File: src/sv/assert_macros.svh
// assertion macros shared by the sobel gradient rtl
`ifndef ASSERT_MACROS_SVH
`define ASSERT_MACROS_SVH

// same-cycle implication, sampled on clk, off while rst_n is low
`define SGR_ASSERT_IMP(label, cond, cons, msg) \
  label: assert property (@(posedge clk) disable iff (!rst_n) (cond) |-> (cons)) \
    else $error(msg);

// next-cycle implication, sampled on clk, off while rst_n is low
`define SGR_ASSERT_NXT(label, cond, cons, msg) \
  label: assert property (@(posedge clk) disable iff (!rst_n) (cond) |=> (cons)) \
    else $error(msg);

`endif

File: src/sv/sgr_pkg.sv
// shared types and constants of the sobel gradient block
package sgr_pkg;

  // default frame limits
  localparam int DEF_MAX_WIDTH  = 1024;
  localparam int DEF_MAX_HEIGHT = 1024;

  // field widths
  localparam int CFG_W     = 11;
  localparam int CFG_IDX_W = 1;
  localparam int PIX_W     = 8;
  localparam int COORD_W   = 10;
  localparam int GRAD_W    = 11;
  localparam int EMIT_N    = 4;

  // register indexes
  localparam logic [CFG_IDX_W-1:0] REG_FRAME_WIDTH  = 1'b0;
  localparam logic [CFG_IDX_W-1:0] REG_FRAME_HEIGHT = 1'b1;

  // register reset values
  localparam logic [CFG_W-1:0] RST_FRAME_WIDTH  = 11'd640;
  localparam logic [CFG_W-1:0] RST_FRAME_HEIGHT = 11'd480;

  // job queue between front and back
  localparam int QUEUE_DEPTH = 4;
  localparam int QLVL_W      = $clog2(QUEUE_DEPTH + 1);
  localparam int QPTR_W      = $clog2(QUEUE_DEPTH);

  typedef logic [PIX_W-1:0] pix_t;

  // one pixel's work: updated window, its coordinates and which gradients to emit
  // emit bit 0: (r-1, c-1), bit 1: (r-1, c), bit 2: (r, c-1), bit 3: (r, c)
  typedef struct packed {
    pix_t [8:0]          win;
    logic [COORD_W-1:0]  row;
    logic [COORD_W-1:0]  col;
    logic [EMIT_N-1:0]   emit;
  } job_t;

  // queue fill status seen by the front
  typedef struct packed {
    logic [QLVL_W-1:0] level;
  } q_stat_t;

endpackage

File: src/sv/sgr_back.sv
// back: walks each job's gradients and drives the result register
module sgr_back (
  input  logic                               clk,
  input  logic                               rst_n,
  input  logic                               q_valid,
  input  sgr_pkg::job_t                      q_job,
  output logic                               pop,
  output logic                               out_valid,
  input  logic                               out_stall,
  output logic [sgr_pkg::COORD_W-1:0]        out_row,
  output logic [sgr_pkg::COORD_W-1:0]        out_col,
  output logic signed [sgr_pkg::GRAD_W-1:0]  out_grad_x,
  output logic signed [sgr_pkg::GRAD_W-1:0]  out_grad_y,
  output logic                               out_burst_last
);
  import sgr_pkg::*;

  `include "assert_macros.svh"

  logic              cur_v_r;
  logic              cur_v_nxt;
  job_t              cur_r;
  logic [EMIT_N-1:0] pend_r;
  logic [EMIT_N-1:0] pend_clr;
  logic [1:0]        k;
  logic              out_free;
  logic              fire;
  logic              done;

  logic              out_valid_r;
  logic [COORD_W-1:0] row_r;
  logic [COORD_W-1:0] col_r;
  logic [GRAD_W-1:0] gx_r;
  logic [GRAD_W-1:0] gy_r;
  logic              last_r;

  logic [1:0]        rt, rm;
  logic [1:0]        cl, cm;
  logic [GRAD_W-1:0] sx_r, sx_l, sy_b, sy_t;
  logic [GRAD_W-1:0] gx;
  logic [GRAD_W-1:0] gy;

  // window tap at row i, column j
  function automatic logic [GRAD_W-1:0] tap(pix_t [8:0] win, logic [1:0] i, logic [1:0] j);
    logic [3:0] idx;
    idx = 4'(i) * 4'd3 + 4'(j);
    return GRAD_W'(win[idx]);
  endfunction

  // lowest pending gradient goes first
  always_comb begin
    k = 2'd3;
    for (int b = EMIT_N - 1; b >= 0; b--) begin
      if (pend_r[b]) begin
        k = 2'(b);
      end
    end
  end
  assign pend_clr = pend_r & ~(EMIT_N'(1) << k);

  // sequencing
  assign out_free  = !out_valid_r || !out_stall;
  assign fire      = cur_v_r && out_free;
  assign done      = fire && (pend_clr == '0);
  assign pop       = q_valid && (!cur_v_r || done);
  assign cur_v_nxt = pop ? 1'b1 : (done ? 1'b0 : cur_v_r);

  always_ff @(posedge clk) begin
    if (!rst_n) begin
      cur_v_r <= 1'b0;
    end else begin
      cur_v_r <= cur_v_nxt;
    end
  end

  always_ff @(posedge clk) begin
    if (pop) begin
      cur_r  <= q_job;
      pend_r <= q_job.emit;
    end else if (fire) begin
      pend_r <= pend_clr;
    end
  end

  // rows and columns of the 3x3 taps, with bottom row and right column replicated
  assign rt = k[1] ? 2'd1 : 2'd0;
  assign rm = k[1] ? 2'd2 : 2'd1;
  assign cl = k[0] ? 2'd1 : 2'd0;
  assign cm = k[0] ? 2'd2 : 2'd1;

  // sobel sums
  assign sx_r = tap(cur_r.win, rt, 2'd2) + (tap(cur_r.win, rm, 2'd2) << 1)
              + tap(cur_r.win, 2'd2, 2'd2);
  assign sx_l = tap(cur_r.win, rt, cl) + (tap(cur_r.win, rm, cl) << 1)
              + tap(cur_r.win, 2'd2, cl);
  assign sy_b = tap(cur_r.win, 2'd2, cl) + (tap(cur_r.win, 2'd2, cm) << 1)
              + tap(cur_r.win, 2'd2, 2'd2);
  assign sy_t = tap(cur_r.win, rt, cl) + (tap(cur_r.win, rt, cm) << 1)
              + tap(cur_r.win, rt, 2'd2);
  assign gx   = sx_r - sx_l;
  assign gy   = sy_b - sy_t;

  // result register
  always_ff @(posedge clk) begin
    if (!rst_n) begin
      out_valid_r <= 1'b0;
    end else if (fire) begin
      out_valid_r <= 1'b1;
    end else if (!out_stall) begin
      out_valid_r <= 1'b0;
    end
  end

  always_ff @(posedge clk) begin
    if (fire) begin
      row_r  <= k[1] ? cur_r.row : cur_r.row - COORD_W'(1);
      col_r  <= k[0] ? cur_r.col : cur_r.col - COORD_W'(1);
      gx_r   <= gx;
      gy_r   <= gy;
      last_r <= (pend_clr == '0);
    end
  end

  assign out_valid      = out_valid_r;
  assign out_row        = row_r;
  assign out_col        = col_r;
  assign out_grad_x     = signed'(gx_r);
  assign out_grad_y     = signed'(gy_r);
  assign out_burst_last = last_r;

  `SGR_ASSERT_IMP(a_busy_has_work, cur_v_r, pend_r != '0, "job held with nothing pending")
  `SGR_ASSERT_NXT(a_job_kept, cur_v_r && !done, cur_v_r, "job dropped before its last item")

endmodule

File: config.mk
export PLATFORM = sky130hd
export DESIGN_NAME = sgr_back
export DESIGN_NICKNAME = d
export VERILOG_FILES = /design/src/sv/sgr_pkg.sv /design/src/sv/sgr_back.sv
export VERILOG_INCLUDE_DIRS = /design/src /design/src/sv
export SDC_FILE = /design/constraint.sdc
export NUM_CORES = 1
export LEC_CHECK = 0
export BUFFER_PORTS_ARGS = -buffer_cell sky130_fd_sc_hd__buf_2
export CAP_MARGIN = 20
export CORE_MARGIN = 4
export CORE_UTILIZATION = 33
export CTS_CLUSTER_DIAMETER = 80
export DETAILED_ROUTE_END_ITERATION = 10
export HOLD_SLACK_MARGIN = 0.08
export SLEW_MARGIN = 10
export SYNTH_ARGS = -nofsm -noshare
export SYNTH_HDL_FRONTEND = slang
export SYNTH_SLANG_ARGS = --single-unit
File: constraint.sdc
create_clock -name clk -period 8.8 [get_ports clk]
set_input_delay 1.76 -clock clk [delete_from_list [all_inputs] [get_ports clk]]
set_output_delay 1.76 -clock clk [all_outputs]
set_load 0.02 [all_outputs]
; Word-level counts from Yosys, hierarchy flattened
; Index checks and enable logic that the tools add are counted.
[op_classes]
add_sub_neg = 19
n_mul = 2
order_cmp = 7
eq_ne = 1
shifts = 1
n_mux = 29
bitwise = 2
reduce_logical = 11
[ops]
columns = op, n
row1 = 8-bit binary-select mux with 4-bit select, 7
row2 = 8-bit two-way mux, 7
row3 = 10-bit by 8-bit adder with 11-bit output, 4
row4 = 8-bit by 9-bit adder with 10-bit output, 4
row5 = 4-bit by 5-bit < comparator with 1-bit output (second input constant), 7
row6 = 11-bit subtractor, 2
row7 = 10-bit two-way mux, 2
row8 = 10-bit by 1-bit subtractor with 10-bit output (second input constant), 2
row9 = 4-bit by 1-bit adder with 4-bit output, 2
row10 = 2-bit two-way mux, 4
row11 = 4-bit two-way mux, 2
row12 = 1-bit two-way mux, 7
row13 = 3-bit by 1-bit adder with 4-bit output (first input constant), 1
row14 = 3-bit by 2-bit adder with 4-bit output (first input constant), 1
row15 = 3-bit by 2-bit adder with 4-bit output (second input constant), 1
row16 = 4-bit by 2-bit adder with 4-bit output, 1
row17 = 4-bit by 2-bit adder with 4-bit output (second input constant), 1
row18 = 4-bit AND, 1
row19 = 4-bit zero test, 1
row20 = 2-bit by 2-bit multiplier with 4-bit output (second input constant), 1
row21 = 4-bit NOT, 1
row22 = 2-bit nonzero test, 2
row23 = 1-bit by 2-bit << shifter with 4-bit output (first input constant), 1
row24 = 1-bit logical AND, 3
row25 = other kinds (4), 7
[totals]
regBits = 141
input_bits = 100
wordCells = 91

; Logic depth before layout (Yosys ltp)
[logic_depth]
ltp_word = 11
ltp_mapped = 22
depth_no_buf = 20

; Worst setup path after synthesis
; No wires, ideal clock.
[synth_timing]
path_type = input to output
startpoint = in out_stall
endpoint = out pop
t_arrival_ns = 3.987
setup_slack_ns = 3.053
path_stages = 4
cell_sequence = nand2_1 -> a21bo_2 -> nand2_1 -> inv_1
[synth_between]
elab_chain_cells = 6
[synth_lines]
columns = element, line_no
row1 = start: declaration, sgr_back.sv:9  ; input logic out_stall,
row2 = 1-bit zero test, --
row3 = 1-bit logical OR, sgr_back.sv:62  ; assign out_free = !out_valid_r || !out_stall;
row4 = 1-bit logical AND, sgr_back.sv:63  ; assign fire = cur_v_r && out_free;
row5 = 1-bit logical AND, sgr_back.sv:64  ; assign done = fire && (pend_clr == '0);
row6 = 1-bit logical OR, sgr_back.sv:65  ; assign pop = q_valid && (!cur_v_r || done);
row7 = 1-bit logical AND, sgr_back.sv:65
row8 = end: declaration, sgr_back.sv:7  ; output logic pop,
; Every way passes these cells.

; Worst setup path in the final report
[layout_timing]
startpoint = reg pend_r[1]
endpoint = reg gx_r[8], in the netlist out_grad_x[8] (data pin)
[layout_between]
elab_chain_cells = 10
word_cells_on_any_way = 27
[layout_lines]
columns = element, line_no
row1 = start: declaration, sgr_back.sv:23  ; logic [EMIT_N-1:0] pend_r;
row2 = start signal: assignment, sgr_back.sv:79  ; pend_r <= q_job.emit;
row3 = start signal: assignment, sgr_back.sv:81  ; pend_r <= pend_clr;
row4 = 2-bit two-way mux (*) (2 in series), sgr_back.sv:54  ; if (pend_r[b]) begin
row5 = 2-bit two-way mux or 1-bit two-way mux (tied branches), "sgr_back.sv:87, sgr_back.sv:86"
row6 = 2-bit by 2-bit multiplier with 4-bit output or 1-bit by 2-bit multiplier with 3-bit output (tied branches), sgr_back.sv:46  ; idx = 4'(i) * 4'd3 + 4'(j);
row7 = "4-bit by 2-bit adder with 4-bit output, or another cell as far along", sgr_back.sv:46
row8 = 8-bit binary-select mux with 4-bit select, sgr_back.sv:47  ; return GRAD_W'(win[idx]);
row9 = 8-bit two-way mux (implied by the code), sgr_back.sv:47
row10 = 8-bit by 9-bit adder with 10-bit output (on tied branches), "sgr_back.sv:92, sgr_back.sv:94"
row11 = 10-bit by 8-bit adder with 11-bit output (on tied branches), "sgr_back.sv:93, sgr_back.sv:95"
row12 = 11-bit subtractor (*), sgr_back.sv:100  ; assign gx = sx_r - sx_l;
row13 = net gx[8], sgr_back.sv:40  ; logic [GRAD_W-1:0] gx;
row14 = end signal: assignment, sgr_back.sv:118  ; gx_r <= gx;
row15 = end: declaration, sgr_back.sv:33  ; logic [GRAD_W-1:0] gx_r;
; Mark *: on every way through the listed nets, which the timed path passes. The rest lies on a longest branch. The select of a mux whose other input is x is not followed.
; A chain may end at the register's enable or synchronous reset.

==> metrics.txt <==
drt pass-1 iters 5; Final Skew 0.0119 ns; RR Startpoint pend_r[1]; die footprint 29400 um2; gr usage total 13.4%; arrival time at the worst endpoint 7.03 ns; PortBufs 144; endpoints failing setup 0; most common cell in the netlist edfxtp_1; GR Util met1 19.5%; worst endpoint required time 8.95 ns; number of global-route vias before repair 5476; drt total wl 19100 um; ys flop type edfxtp_1; met3 Use GR 2.90%; initial antenna violation count 0; core area 26200 um2; Seq cells post-synth 141; Synth Area per Inst 14.0 um2; Seq/Total Area, Yosys 47.8%; layout cells sized above 1 30.0%; Mapped Area 8820 um2; CP Launch Type register; Max Root-Sink Buffers 2; Ant. Diodes 0; gpl congestion 0.809; max_cap viols 0; hpwl dp 15200 um; Starting Density 33.7%; R2R depth 19; post-synth top area share 47.3%; Hold Path End out_valid; H-tree levels 4; number of synthesis warnings 0; drt wl/cell 16.9 um; Worst-Margin Slew 0.898 ns; num rows 59; GR Util met2 20.5%; Synth Instances 632; Synth area leaders edfxtp_1 (47%), fa_1 (14%), mux4_2 (10%); Tightest Hold Check Type register to register; CTS root buffer clkbuf_16; Final Cycle Share 78.1%; EDFF count, synth 139; DR vias 5136; Chip Height 171 um; clk sinks 141; Async SR Flop Fraction 0%; Clock Latency Late Sink 0.42 ns; cell taking the most area after synthesis edfxtp_1; TNS Setup 0 ns; unrepaired setup endpoints after global routing no; hold_buf cts 0; Reg2Reg Setup Slack 1.93 ns; GRT busiest layer met2; Clk pin slew, worst setup/hold paths 0.06 ns; crit path time final 6.87 ns; Antenna Violating Nets Remaining 0; TritonCTS clock tree yes; Post-Syn Nets 826; Max Slew Vio Count 0; drt drc 0; Setup crit end kind register; CP Max Fanout 17; cts repair resizes 0; crit path kind register to register; nets 975; first-pass GRT wire length 30300 um; initial drt markers 304; Final Hold Fails 0; Worst Hold Depth 2; vias per cell 4.55; reg2reg end out_grad_x[8]; Rel. slew slack 40.1%; worst hold start out_valid; Max Clk Rate 146 MHz; Post-CTS Setup Inserts 0; IO Count 145; Synth top cells by count edfxtp_1 (139), inv_1 (108), fa_1 (62), nand2_1 (51), mux2i_1 (42); pin count of the biggest net entering global routing 66; # fillers 2420; area grow syn2layout 19.3%; global route overflow 0; status finished, final reports clean; Die Span X 171 um; Unique masters post-synth 51; CTS Buf Count 17
[state kept, by name (all words and copies together), names as in the netlist]
signal          count
out_grad_x         11
pend_r              4
cur_r              92
out_grad_y         11
out_col            10
out_valid           1
out_burst_last      1
cur_v_r             1
out_row            10
[routing by layer]
| metal | part of all wire [%] | vias to the layer above |
|---|---|---|
| li1 | - | 2513 |
| met1 | 48 | 2461 |
| met2 | 45 | 150 |
| met3 | 6.0 | 12 |
| met4 | 0.84 | 0 |
| met5 | 0 | - |
[cells by family (layout without fill, tap and decap cells)]
kind of cell	after synthesis	after routing	share of synthesized area, %
adder cells (fa/ha/maj)	94	94	18.6
buffers and inverters	130	292	5.83
AND/OR/NAND/NOR	102	102	5.84
AO/OA/AOI/OAI	50	50	3.50
flip-flops	141	141	47.8
XOR/XNOR	27	27	2.68
multiplexers	88	88	15.7
[worst max-delay path, cell delays in order, from the launching register on]
cell and delay [ns]:
edfxtp_1 0.70, inv_1 0.14, a21oi_2 0.14, buf_4 0.28, clkinv_1 0.54, ha_1 0.48, nor2_4 0.54, mux4_2 0.60
mux2i_1 0.31, fa_1 0.48, inv_1 0.09, fa_1 0.41, fa_1 0.60, inv_1 0.06, ha_1 0.28, a21oi_1 0.13
nor2b_1 0.08, a311o_1 0.40, o31ai_1 0.25, xnor2_1 0.09
[how the worst max path moves through the flow]
| stage | startpoint | to | slack [ns] | depth (start not counted) |
|---|---|---|---|---|
| final | pend_r[1] | out_grad_x[8] | 1.93 | 19 |
| after global routing | pend_r[1] | out_grad_x[7] | 1.45 | 19 |
| after CTS | pend_r[1] | out_grad_x[8] | 1.87 | 19 |
| after detailed placement | pend_r[1] | out_grad_x[8] | 1.90 | 19 |
| after global placement | pend_r[0] | out_grad_x[8] | 1.99 | 17 |
| after floorplan | out_stall | pop | 3.05 | 4 |
[final cells by class]
| cell class | instances | area [um2] | share of cell area [%] |
|---|---|---|---|
| inverter | 111 | 418 | 3.97 |
| multi-input combinational | 361 | 4090 | 38.9 |
| sequential | 141 | 4210 | 40.0 |
| tap | 335 | 419 | 3.98 |
| clock inverter | 15 | 186 | 1.77 |
| clock buffer | 17 | 425 | 4.04 |
| timing repair buffer | 149 | 771 | 7.32 |
[through the flow]
stage / utilization [%] / instance area [um2] / cells / hold slack (ns) / worst slack [ns]
2_1_floorplan: - / 8820 / 632 / 0.485 / 3.05
3_5_place_dp: 37.8 / 9890 / 1096 / 0.525 / 1.90
5_1_grt: 40.2 / 10500 / 1129 / 0.560 / 1.45
3_3_place_gp: 37.8 / 9890 / 1096 / 0.506 / 1.99
4_1_cts: 40.1 / 10500 / 1128 / 0.534 / 1.87
6_report: 40.2 / 10500 / 1129 / 0.531 / 1.93
[layout by cell type (no fill, tap or decap), types with 3 or more instances in the layout]
master / n
a21oi_1: 16
nand2b_1: 6
nor3_1: 4
xor2_1: 13
buf_2: 144
fa_1: 62
edfxtp_1: 139
buf_4: 4
a21o_1: 3
inv_1: 107
clkbuf_16: 17
nor2_1: 11
nand2_1: 51
mux4_2: 40
o21ai_0: 15
xnor2_1: 14
mux2i_1: 42
mux2_2: 5
clkinv_4: 3
clkinv_2: 4
bufinv_16: 3
ha_1: 32
nor2b_1: 9
Power is left out: the tool's default activity adds up to more than one toggle a clock period on the data nets, which glitch-free logic cannot reach.
