===== src/sv/assert_macros.svh =====
// assertion macros shared by the sobel gradient rtl
`ifndef ASSERT_MACROS_SVH
`define ASSERT_MACROS_SVH

// same-cycle implication, sampled on clk, off while rst_n is low
`define SGR_ASSERT_IMP(label, cond, cons, msg) \
  label: assert property (@(posedge clk) disable iff (!rst_n) (cond) |-> (cons)) \
    else $error(msg);

// next-cycle implication, sampled on clk, off while rst_n is low
`define SGR_ASSERT_NXT(label, cond, cons, msg) \
  label: assert property (@(posedge clk) disable iff (!rst_n) (cond) |=> (cons)) \
    else $error(msg);

`endif


===== src/sv/sgr_pkg.sv =====
// shared types and constants of the sobel gradient block
package sgr_pkg;

  // default frame limits
  localparam int DEF_MAX_WIDTH  = 1024;
  localparam int DEF_MAX_HEIGHT = 1024;

  // field widths
  localparam int CFG_W     = 11;
  localparam int CFG_IDX_W = 1;
  localparam int PIX_W     = 8;
  localparam int COORD_W   = 10;
  localparam int GRAD_W    = 11;
  localparam int EMIT_N    = 4;

  // register indexes
  localparam logic [CFG_IDX_W-1:0] REG_FRAME_WIDTH  = 1'b0;
  localparam logic [CFG_IDX_W-1:0] REG_FRAME_HEIGHT = 1'b1;

  // register reset values
  localparam logic [CFG_W-1:0] RST_FRAME_WIDTH  = 11'd640;
  localparam logic [CFG_W-1:0] RST_FRAME_HEIGHT = 11'd480;

  // job queue between front and back
  localparam int QUEUE_DEPTH = 4;
  localparam int QLVL_W      = $clog2(QUEUE_DEPTH + 1);
  localparam int QPTR_W      = $clog2(QUEUE_DEPTH);

  typedef logic [PIX_W-1:0] pix_t;

  // one pixel's work: updated window, its coordinates and which gradients to emit
  // emit bit 0: (r-1, c-1), bit 1: (r-1, c), bit 2: (r, c-1), bit 3: (r, c)
  typedef struct packed {
    pix_t [8:0]          win;
    logic [COORD_W-1:0]  row;
    logic [COORD_W-1:0]  col;
    logic [EMIT_N-1:0]   emit;
  } job_t;

  // queue fill status seen by the front
  typedef struct packed {
    logic [QLVL_W-1:0] level;
  } q_stat_t;

endpackage


===== src/sv/sgr_queue.sv =====
// short job queue between front and back
module sgr_queue (
  input  logic             clk,
  input  logic             rst_n,
  input  logic             push,
  input  sgr_pkg::job_t    push_job,
  input  logic             pop,
  output logic             q_valid,
  output sgr_pkg::job_t    q_job,
  output sgr_pkg::q_stat_t q_stat
);
  import sgr_pkg::*;

  `include "assert_macros.svh"

  job_t              slot_r [QUEUE_DEPTH];
  logic [QPTR_W-1:0] wr_ptr_r;
  logic [QPTR_W-1:0] rd_ptr_r;
  logic [QLVL_W-1:0] level_r;
  logic [QLVL_W-1:0] level_nxt;

  // occupancy
  always_comb begin
    level_nxt = level_r;
    if (push && !pop) begin
      level_nxt = level_r + QLVL_W'(1);
    end else if (pop && !push) begin
      level_nxt = level_r - QLVL_W'(1);
    end
  end

  always_ff @(posedge clk) begin
    if (!rst_n) begin
      wr_ptr_r <= '0;
      rd_ptr_r <= '0;
      level_r  <= '0;
    end else begin
      level_r <= level_nxt;
      if (push) begin
        wr_ptr_r <= wr_ptr_r + QPTR_W'(1);
      end
      if (pop) begin
        rd_ptr_r <= rd_ptr_r + QPTR_W'(1);
      end
    end
  end

  // storage
  always_ff @(posedge clk) begin
    if (push) begin
      slot_r[wr_ptr_r] <= push_job;
    end
  end

  assign q_valid      = (level_r != '0);
  assign q_job        = slot_r[rd_ptr_r];
  assign q_stat.level = level_r;

  `SGR_ASSERT_IMP(a_no_overflow, push && !pop, level_r != QLVL_W'(QUEUE_DEPTH), "queue overflow")
  `SGR_ASSERT_IMP(a_no_underflow, pop, level_r != '0, "queue underflow")

endmodule


===== config.mk =====
export PLATFORM = sky130hd
export DESIGN_NAME = sgr_queue
export DESIGN_NICKNAME = d
export VERILOG_FILES = /design/src/sv/sgr_pkg.sv /design/src/sv/sgr_queue.sv
export VERILOG_INCLUDE_DIRS = /design/src /design/src/sv
export SDC_FILE = /design/constraint.sdc
export NUM_CORES = 1
export LEC_CHECK = 0
export ABC_AREA = 1
export BUFFER_PORTS_ARGS = -buffer_cell sky130_fd_sc_hd__buf_2
export CELL_PAD_IN_SITES_DETAIL_PLACEMENT = 1
export CELL_PAD_IN_SITES_GLOBAL_PLACEMENT = 2
export CORE_MARGIN = 2
export CORE_UTILIZATION = 30
export CTS_CLUSTER_SIZE = 30
export DETAILED_ROUTE_END_ITERATION = 6
export PLACE_DENSITY_LB_ADDON = 0.1
export SKIP_CTS_REPAIR_TIMING = 1
export SYNTH_ARGS = -nofsm -noshare
export SYNTH_HDL_FRONTEND = slang
export SYNTH_SLANG_ARGS = --single-unit
export TNS_END_PERCENT = 50

===== constraint.sdc =====
create_clock -name clk -period 4.4 [get_ports clk]
set_input_delay 0.44 -clock clk [delete_from_list [all_inputs] [get_ports clk]]
set_output_delay 0.44 -clock clk [all_outputs]
set_load 0.01 [all_outputs]

# ---- Word-level counts from Yosys, hierarchy flattened
# Memories as Yosys holds them, arrays and structs flattened. A register that Yosys moved wholly into a read port is not among the register bits.
# Cells that the tools add are included.
# W data, S select, Z words.
dict set report word_totals {
  wordCells 20
  reg_bits 7
  memories 1
  ram_bits 384
}
dict set report op_classes {
  muxes 6
  n_reduce_logical 6
  n_addsub 4
}
# name words word_bits read_ports rd_clocked_by_memory_dff wr line_no
set memory_table {}
lappend memory_table {slot_r 4 96 1 1 1 sgr_queue.sv:16} ;# job_t slot_r [QUEUE_DEPTH];
# cell n
set op_table {}
lappend op_table {{$mux W3} 2}
lappend op_table {{$add A2 B1 Y2 const B} 2}
lappend op_table {{$mux W2} 2}
lappend op_table {{$add A3 B1 Y3 const B} 1}
lappend op_table {{$reduce_bool A3 Y1} 1}
lappend op_table {{$sub A3 B1 Y3 const B} 1}
lappend op_table {{$logic_and A1 B1 Y1} 2}
lappend op_table {{$logic_not A1 Y1} 2}
lappend op_table {{$mux W1} 2}
lappend op_table {{$reduce_bool A2 Y1} 1}

# ---- Depth between registers and ports, before layout
# Gate-level depths: netlist (run 1).
dict set report logic_depth {
  word_depth 4
  mapped_depth 10
  mapped_depth_nobuf 10
}

# ---- Worst setup path after synthesis (run 1)
# Ideal clock, no wire load.
dict set report synth_timing {
  kind {register -> register}
  from {register wr_ptr_r[0]}
  to {memory slot_r[2][0] (netlist bit), enable pin}
  path_stages_with_launch 5
  synth_period_minus_slack_ns 2.893
  slack_ns 1.507
  arrival_time_ns 2.443
  cell_sequence {dfxtp_1 > inv_1 > ha_1 > nand2_1 > inv_1}
}
# item line_no
set synth_rtl {}
lappend synth_rtl {{from (decl)} sgr_queue.sv:17} ;# logic [QPTR_W-1:0] wr_ptr_r;
lappend synth_rtl {{from (signal assigned)} sgr_queue.sv:40} ;# wr_ptr_r <= wr_ptr_r + QPTR_W'(1);
lappend synth_rtl {{to (decl)} sgr_queue.sv:16}
# No word-level cell before the write port.

==> impl_metrics.env, run 1 <==
export IMPL_synth_warnings=0
export IMPL_required_ps=3960
export IMPL_dr_pass1_iters=4
export IMPL_cp_arrival_ps=2490
export IMPL_place_port_buffers=199
export IMPL_pwr_share_clk=0.412
export IMPL_yosysTopAreaCellShare=0.784
export IMPL_antenna_found_initial=9
export IMPL_dieArea_mm2=0.0508
export IMPL_via_per_inst=4.74
export IMPL_hold_class="in -> reg"
export IMPL_place_congestion=0.657
export IMPL_rows=81
export IMPL_min_path_cells=1
export IMPL_criticalPathCategory="reg -> out"
export IMPL_switching_power_mw=2.00
export IMPL_synth_ff_type="edfxtp_1"
export IMPL_final_util=0.362
export IMPL_drtAntennaViolNets=0
export IMPL_r2r_end="slot_r[2][74]"
export IMPL_nets=1290
export IMPL_die_y_um=225
export IMPL_cts_tree="built"
export IMPL_cp_max_fo=90
export IMPL_post_dp_hpwl_um=20400
export IMPL_final_cell_mix="384 x edfxtp_1, 199 x buf_2, 198 x nor2_1, 107 x o21ai_0, 96 x o22ai_1"
export IMPL_drc_errors=0
export IMPL_fin_tns_setup_ps=0
export IMPL_whs_ps=89.0
export IMPL_synth_area_mm2=0.0147
export IMPL_vdd_drop_max_uv=312
export IMPL_yosysUniqueCellTypes=20
export IMPL_slew_violations=0
export IMPL_synth_async_reset_ratio=0
export IMPL_finClkSkew_ps=11.8
export IMPL_setup_viol=0
export IMPL_grt_pass1_vias=9087
export IMPL_hold_viol_final=0
export IMPL_wl_per_cell_um=20.3
export IMPL_final_common_cell="edfxtp_1"
export IMPL_synth_edf_count=384
export IMPL_drt_iter0_drc=455
export IMPL_p_int_mw=6.65
export IMPL_post_route_min_period_ps=2930
export IMPL_grt_max_degree=193
export IMPL_vias=8721
export IMPL_period_share=0.666
export IMPL_initial_core_util=0.303
export IMPL_endpoint_kind="output pin"
export IMPL_clock_sink_count=393
export IMPL_totalWireLength_um=37300
export IMPL_rsz0062_at_grt="no"
export IMPL_p_leak_nw=6.07
export IMPL_overflow=0
export IMPL_total_power_mw=8.65
export IMPL_numCtsBuffers=45
export IMPL_critPathLaunchType="register"
export IMPL_ctsLongestPathBuffers=3
export IMPL_core_mm2=0.0486
export IMPL_drive_gt1_frac=0.230
export IMPL_track_usage=0.146
export IMPL_io_pins=200
export IMPL_synthCells=986
export IMPL_synth_top_area_cell="edfxtp_1"
export IMPL_hold_path_startpoint="push_job[27]"
export IMPL_power_share_switching=0.231
export IMPL_cts_clk_slew_worst_paths_ps=60
export IMPL_hold_path_end="slot_r[1][27]"
export IMPL_ys_seq_area_frac=0.796
export IMPL_syn_area_per_cell_um2=14.9
export IMPL_synth_fp_nets=1092
export IMPL_pwr_share_comb=0.088
export IMPL_maxCapViolCount=0
export IMPL_root_buffer="clkbuf_16"
export IMPL_synth_seq_cells=393
export IMPL_slew_headroom=0.365
export IMPL_rrSetupSlack_ps=2350
export IMPL_reg2reg_depth=5
export IMPL_h_tree_depth=2
export IMPL_die_w_um=225
export IMPL_tightest_slew_ps=953
export IMPL_power_density_mw_per_mm2=491
export IMPL_synth_area_leaders="edfxtp_1 78%, nor2_1 5.1%, o22ai_1 4.1%"
export IMPL_areaGrowthSynthToFinish_pct=19.8
export IMPL_share_seq_of_total_power=0.500
export IMPL_outcome="finished clean"
export IMPL_clock_fmax_mhz=341
export IMPL_grt_first_pass_wirelength_um=55500
export IMPL_clk_latency_ps=560
export IMPL_r2r_start="wr_ptr_r[0]"
==> layer usage <==
metal,up-vias,GRT usage,share of wire
met5,-,0,0.0029
met4,16,0.0506,0.023
met3,68,0.0416,0.056
met2,169,0.244,0.49
met1,4340,0.180,0.43
li1,4128,-,-
==> worst max path at each step <==
stage,start,slack (ps),endpoint,depth (start not counted)
after floorplan,wr_ptr_r[0],1510,slot_r[2][0],4
after global placement,register,2020,q_job[85],5
after detailed placement,register,1970,q_job[85],5
after CTS,register,1360,q_job[85],5
after global routing,register,1270,q_job[85],5
final,register,1470,q_job[85],5
==> final cells by class <==
cell class	instances	area [um^2]
clock inverter	18	166
fill	5085	31000
inverter	17	80.1
clock buffer	62	1230
multi-input combinational	514	2490
antenna	2	5.00
tap	622	778
sequential	393	11700
timing repair buffer	213	1160
==> logic make-up after synthesis <==
family,share of synthesized area
flops,0.796
simple gates,0.0538
compound gates,0.110
buf+inv,0.0353
fa+ha+maj,0.00561
==> power groups by stage <==
stage / sequential [mW] / combinational (mW) / clock (mW)
4_1_cts: 4.33 / 0.792 / 3.70
5_1_grt: 4.34 / 0.852 / 3.84
2_1_floorplan: 4.40 / 0.433 / 0
3_3_place_gp: 4.40 / 0.783 / 0
6_report: 4.32 / 0.759 / 3.56
3_5_place_dp: 4.40 / 0.790 / 0
==> through the flow <==
stage / instance area, um^2 / setup slack (ps) / cells
floorplan: 14700 / 1510 / 986
global placement: 16200 / 2020 / 1759
detailed placement: 16200 / 1970 / 1759
CTS: 17600 / 1360 / 1839
global route: 17600 / 1270 / 1839
finish: 17600 / 1470 / 1841
==> critical path: stages (launching register included) <==
cell and delay [ps]:
dfxtp_4 360, inv_6 560, buf_4 470, o21ai_0 140, o22ai_1 160, buf_2 190
==> synth_stat cells (5+ instances only) <==
master / instances
buf_2: 11
buf_4: 9
buf_6: 22
clkbuf_1: 14
clkbuf_2: 6
dfxtp_1: 9
edfxtp_1: 384
ha_1: 5
inv_1: 15
nand2_1: 10
nor2_1: 198
o21ai_0: 107
o21ai_1: 91
o22ai_1: 96
==> registers in the layout, summed over array words and instances, names as in the netlist, named ones only <==
signal    count
wr_ptr_r      2
rd_ptr_r      2
q_stat        3
slot_r      384
Power figures use the tool's default switching activity.
==> inputs of run 2 (changes only) <==
ABC_AREA = 0   (was 1)
clock period = 2.95 ns   (was 4.4 ns; I/O delays follow)
==> run 2 against run 1 <==
Via count is 22% lower. Critical path depth is 2 lower. Clock power is 53% higher. Critical endpoint is now q_job[60]. First-iteration DRC count is 40% lower.
==> impl_metrics.env, run 2 <==
export IMPL_design_area_mm2=0.0186
export IMPL_rsz0062_at_grt="no"
export IMPL_slew_headroom=0.582
export IMPL_fin_tns_setup_ps=0
export IMPL_antenna_found_initial=2
export IMPL_synth_top_area_cell="edfxtp_1"
export IMPL_final_cells=1522
export IMPL_dr_pass1_iters=4
export IMPL_required_ps=2650
export IMPL_synth_warnings=0
export IMPL_grt_max_degree=64
export IMPL_clk_latency_ps=550
export IMPL_ctsLongestPathBuffers=3
export IMPL_cp_arrival_ps=2130
export IMPL_post_dp_hpwl_um=19000
export IMPL_hold_path_end="q_stat[0]"
export IMPL_placed_area_mm2=0.0161
export IMPL_endpoint_kind="output pin"
export IMPL_initial_core_util=0.306
export IMPL_synth_ff_type="edfxtp_1"
export IMPL_grt_first_pass_wirelength_um=47600
export IMPL_total_power_mw=13.3
export IMPL_die_y_um=222
export IMPL_place_congestion=0.689
export IMPL_maxCapViolCount=0
export IMPL_clock_sink_count=393
export IMPL_cts_clk_slew_worst_paths_ps=60
export IMPL_power_density_mw_per_mm2=715
export IMPL_synth_async_reset_ratio=0
export IMPL_ys_seq_area_frac=0.819
export IMPL_core_mm2=0.0468
export IMPL_hold_path_startpoint="rst_n"
export IMPL_rrSetupSlack_ps=1130
export IMPL_synth_seq_cells=393
export IMPL_final_util=0.397
export IMPL_drc_errors=0
export IMPL_r2r_start="wr_ptr_r[0]"
export IMPL_hold_class="in -> reg"
export IMPL_outcome="finished clean"
export IMPL_period_share=0.822
export IMPL_slew_violations=0
export IMPL_track_usage=0.130
export IMPL_r2r_end="slot_r[2][7]"
export IMPL_syn_area_per_cell_um2=26.3
export IMPL_criticalPathCategory="reg -> out"
export IMPL_post_route_min_period_ps=2420
export IMPL_h_tree_depth=2
export IMPL_synth_most_common_cell="edfxtp_1"
export IMPL_critPathLaunchType="register"
export IMPL_numCtsBuffers=44
export IMPL_place_port_buffers=199
export IMPL_cts_tree="built"
export IMPL_largest_register_ffs=384
export IMPL_synth_area_leaders="edfxtp_1 81%, mux4_2 15%, dfxtp_1 1.3%"
export IMPL_hold_viol_final=0
export IMPL_final_common_cell="edfxtp_1"
export IMPL_die_w_um=222
export IMPL_tightest_slew_ps=627
export IMPL_yosysTopAreaCellShare=0.807
export IMPL_wl_per_cell_um=21.0
export IMPL_synth_edf_count=384
export IMPL_areaGrowthSynthToFinish_pct=29.7
export IMPL_setup_viol=0
export IMPL_final_cell_mix="384 x edfxtp_1, 199 x buf_2, 96 x mux4_2, 96 x dlygate4sd3_1, 46 x clkbuf_16"
export IMPL_reg2reg_depth=4
export IMPL_synth_fp_nets=650
export IMPL_p_leak_nw=6.27
export IMPL_drt_iter0_drc=271
export IMPL_via_per_inst=4.46
export IMPL_finClkSkew_ps=17.3
export IMPL_grt_pass1_vias=7386
export IMPL_drtAntennaViolNets=0
export IMPL_overflow=0
export IMPL_totalWireLength_um=32000
export IMPL_dpl_cell_count=1344
export IMPL_min_path_cells=2
export IMPL_rows=79
export IMPL_drive_gt1_frac=0.414
export IMPL_top_register="slot_r"
export IMPL_io_pins=200
export IMPL_synth_area_mm2=0.0143
export IMPL_dieArea_mm2=0.0494
export IMPL_vdd_drop_max_uv=388
export IMPL_cp_max_fo=21
export IMPL_synthCells=544
export IMPL_vias=6786
export IMPL_clock_fmax_mhz=412
export IMPL_nets=985
export IMPL_root_buffer="clkbuf_16"
export IMPL_yosysUniqueCellTypes=20
export IMPL_synth_cells_most_frequent="384 x edfxtp_1, 96 x mux4_2, 11 x buf_2"
run 2: changes by cell type after synthesis, sizes merged, moves of 15 or more:
cell and change:
clkbuf -15, o22ai -96, mux4 +96, nor2 -198, o21ai -197, buf -25
run 2: cell families after synthesis:
logic type | Yosys count | synth area share
compound gates | 2 | 0.000875
xor+xnor | 5 | 0.00306
fa+ha+maj | 6 | 0.00578
buf+inv | 26 | 0.0126
flops | 393 | 0.819
mux | 98 | 0.153
simple gates | 14 | 0.00595
run 2: through the flow:
step	hold WS (ps)	worst slack, ps
floorplan	394	-259
global placement	495	1110
detailed placement	511	1030
CTS	-100	451
global route	25.9	393
finish	44.6	526
run 2: layer usage:
metal | vias up | track usage | wire, um
li1 | 3019 | - | -
met1 | 3553 | 0.164 | 13700
met2 | 161 | 0.218 | 16000
met3 | 51 | 0.0381 | 1580
met4 | 2 | 0.0390 | 689
met5 | - | 0 | 13
run 2: worst max-delay path, stage by stage, from the launching register on:
cell	delay, ps
dfxtp_4	380
buf_4	410
mux4_2	610
buf_2	170
run 2: cell type report:
| cell class | count | area (um^2) |
|---|---|---|
| multi-input cells | 125 | 2420 |
| repair buffers | 311 | 2190 |
| diodes | 1 | 2.50 |
| clock inverters | 27 | 268 |
| well taps | 607 | 759 |
| inverters | 4 | 15.0 |
| fillers | 4467 | 28200 |
| clock buffers | 54 | 1180 |
| flip-flops and latches | 393 | 11700 |
run 2: worst max-delay path by stage:
stage               depth (start not counted)  slack, ps           end
floorplan                                   2       -260  slot_r[1][0]
global placement                            3       1110     q_job[60]
detailed placement                          7       1030     q_stat[2]
CTS                                         3        450     q_job[60]
global route                                3        390     q_job[82]
finish                                      3        530     q_job[60]
run 2: where the power goes:
group          internal (mW)  switching (mW)  leakage, nW  total [mW]
clock                   3.28            2.15        0.709        5.43
combinational          0.639           0.708         1.96        1.35
sequential              6.41          0.0644         3.60        6.48
total                   10.3            2.92         6.27        13.3
==> inputs of run 3 (changes only) <==
ABC_AREA = 1   (was 0)
clock period = 2 ns   (was 2.95 ns; I/O delays follow)
==> run 3 against run 2 <==
The flow now finishes with violations (negative hold slack, negative setup slack). Cell count grew 30%. Via count grew 39%. Largest cell class unchanged. Sequential power grew 47%. Worst setup slack lost 580 ps. Critical path type unchanged. Non-clock buffer count grew 35. Routed wire length grew 32%. Design area grew 6.7%. Combinational power grew 67%. First-iteration DRC count grew 40%. Global-route usage grew 1.8 points. Largest power group unchanged.
==> impl_metrics.env, run 3 (synthesis results as in run 1) <==
export IMPL_initial_core_util=0.303
export IMPL_hold_viol_final=2
export IMPL_power_density_mw_per_mm2=1010
export IMPL_setup_viol=56
export IMPL_h_tree_depth=2
export IMPL_cp_max_fo=22
export IMPL_power_share_switching=0.233
export IMPL_design_area_mm2=0.0198
export IMPL_pwr_share_comb=0.113
export IMPL_placed_area_mm2=0.0166
export IMPL_core_mm2=0.0486
export IMPL_vias=9407
export IMPL_post_route_min_period_ps=2060
export IMPL_setup_ws_ps=-57.1
export IMPL_clk_latency_ps=560
export IMPL_whs_ps=-4.28
export IMPL_die_y_um=225
export IMPL_vdd_drop_max_uv=713
export IMPL_post_dp_hpwl_um=21600
export IMPL_slew_headroom=0.721
export IMPL_track_usage=0.148
export IMPL_rsz0062_at_grt="yes"
export IMPL_largest_register_ffs=384
export IMPL_grt_first_pass_wirelength_um=56400
export IMPL_nets=1426
export IMPL_period_share=1.03
export IMPL_io_pins=200
export IMPL_numCtsBuffers=47
export IMPL_p_int_mw=15.3
export IMPL_dieArea_mm2=0.0508
export IMPL_drc_errors=0
export IMPL_r2r_start="wr_ptr_r[0]"
export IMPL_r2r_end="slot_r[3][47]"
export IMPL_switching_power_mw=4.65
export IMPL_root_buffer="clkbuf_16"
export IMPL_clock_fmax_mhz=486
export IMPL_place_port_buffers=199
export IMPL_ctsLongestPathBuffers=3
export IMPL_critPathLaunchType="register"
export IMPL_tightest_slew_ps=419
export IMPL_clock_sink_count=393
export IMPL_via_per_inst=4.77
export IMPL_totalWireLength_um=42300
export IMPL_pre_cts_slack_ps=341
export IMPL_share_seq_of_total_power=0.477
export IMPL_cp_arrival_ps=1860
export IMPL_hold_path_startpoint="pop"
export IMPL_areaGrowthSynthToFinish_pct=34.5
export IMPL_die_w_um=225
export IMPL_fin_tns_setup_ps=-1210
export IMPL_required_ps=1800
export IMPL_drtAntennaViolNets=0
export IMPL_drt_iter0_drc=380
export IMPL_drive_gt1_frac=0.291
export IMPL_reg2reg_depth=4
export IMPL_overflow=0
export IMPL_violations="negative hold slack, negative setup slack"
export IMPL_final_common_cell="edfxtp_1"
export IMPL_dr_pass1_iters=5
export IMPL_endpoint_kind="output pin"
export IMPL_finClkSkew_ps=8.59
export IMPL_maxCapViolCount=0
export IMPL_final_cell_mix="384 x edfxtp_1, 195 x buf_2, 187 x nor2_1, 97 x dlygate4sd3_1, 96 x o21ai_0"
export IMPL_min_path_cells=3
export IMPL_rows=81
export IMPL_hold_class="in -> reg"
export IMPL_cts_tree="built"
export IMPL_place_congestion=0.668
export IMPL_top_register="slot_r"
export IMPL_rrSetupSlack_ps=470
export IMPL_p_leak_nw=6.98
export IMPL_pwr_share_clk=0.409
export IMPL_outcome="finished, violations left"
export IMPL_grt_max_degree=76
export IMPL_criticalPathCategory="reg -> out"
export IMPL_wl_per_cell_um=21.4
export IMPL_n_antenna_cell=0
export IMPL_cts_clk_slew_worst_paths_ps=60
export IMPL_antenna_found_initial=2
export IMPL_grt_pass1_vias=9224
export IMPL_slew_violations=0
[run 3: cell types whose count changed in the layout (fill, tap and decap cells not counted), sizes merged, moves of 3 or more]
cell / delta
nor2: +198
o21ai: +197
mux4: -96
o22ai: +96
buf: +22
clkbuf: +18
and2: -9
inv: +9
nand2: +9
clkinv: -6
clkinvlp: +5
a21oi: +4
xor2: -3
[run 3: layout make-up]
cell class | count | area (um^2)
fillers | 4953 | 28900
flip-flops and latches | 393 | 11700
repair buffers | 346 | 2950
multi-input cells | 514 | 2750
clock buffers | 60 | 1270
well taps | 622 | 778
clock inverters | 20 | 193
inverters | 17 | 113
repair inverters | 1 | 11.3
[run 3: worst max-delay path, cell delays in order, from the launching register on]
cell	delay, ps
dfxtp_4	380
buf_12	180
clkinv_16	110
clkbuf_16	220
o21ai_1	140
o22ai_1	80
buf_2	160
[run 3: worst max-delay path by stage]
stage                           start      endpoint  slack (ps)
final                        register     q_job[33]         -60
after global routing         register     q_job[13]        -150
after CTS                    register     q_job[79]        -300
after detailed placement     register     q_job[40]         340
after global placement       register      q_job[8]         340
after floorplan           wr_ptr_r[0]  slot_r[0][0]        -400
[run 3: per-stage QoR]
stage	util	std cells	power, mW	hold slack, ps
6_report	0.407	1973	19.9	-4.28
5_1_grt	0.407	1973	20.8	6.52
4_1_cts	0.370	1853	19.8	-200
3_5_place_dp	0.340	1773	11.5	415
3_3_place_gp	0.340	1773	11.5	414
2_1_floorplan	-	986	10.6	299
[run 3: power by group through the flow]
stage | logic (mW) | registers [mW] | clock network (mW)
2_1_floorplan | 0.960 | 9.67 | 0
3_5_place_dp | 1.83 | 9.68 | 0
5_1_grt | 2.49 | 9.53 | 8.73
6_report | 2.26 | 9.51 | 8.15
3_3_place_gp | 1.81 | 9.67 | 0
4_1_cts | 1.83 | 9.51 | 8.45
[run 3: per-layer routing]
layer / share of wire / vias to the layer above / wire length [um] / GRT usage
met4: 0.019 / 4 / 793 / 0.0453
met5: 0.00057 / - / 24 / 0
li1: - / 4401 / - / -
met3: 0.047 / 64 / 1970 / 0.0435
met2: 0.49 / 159 / 20600 / 0.246
met1: 0.45 / 4779 / 18900 / 0.185
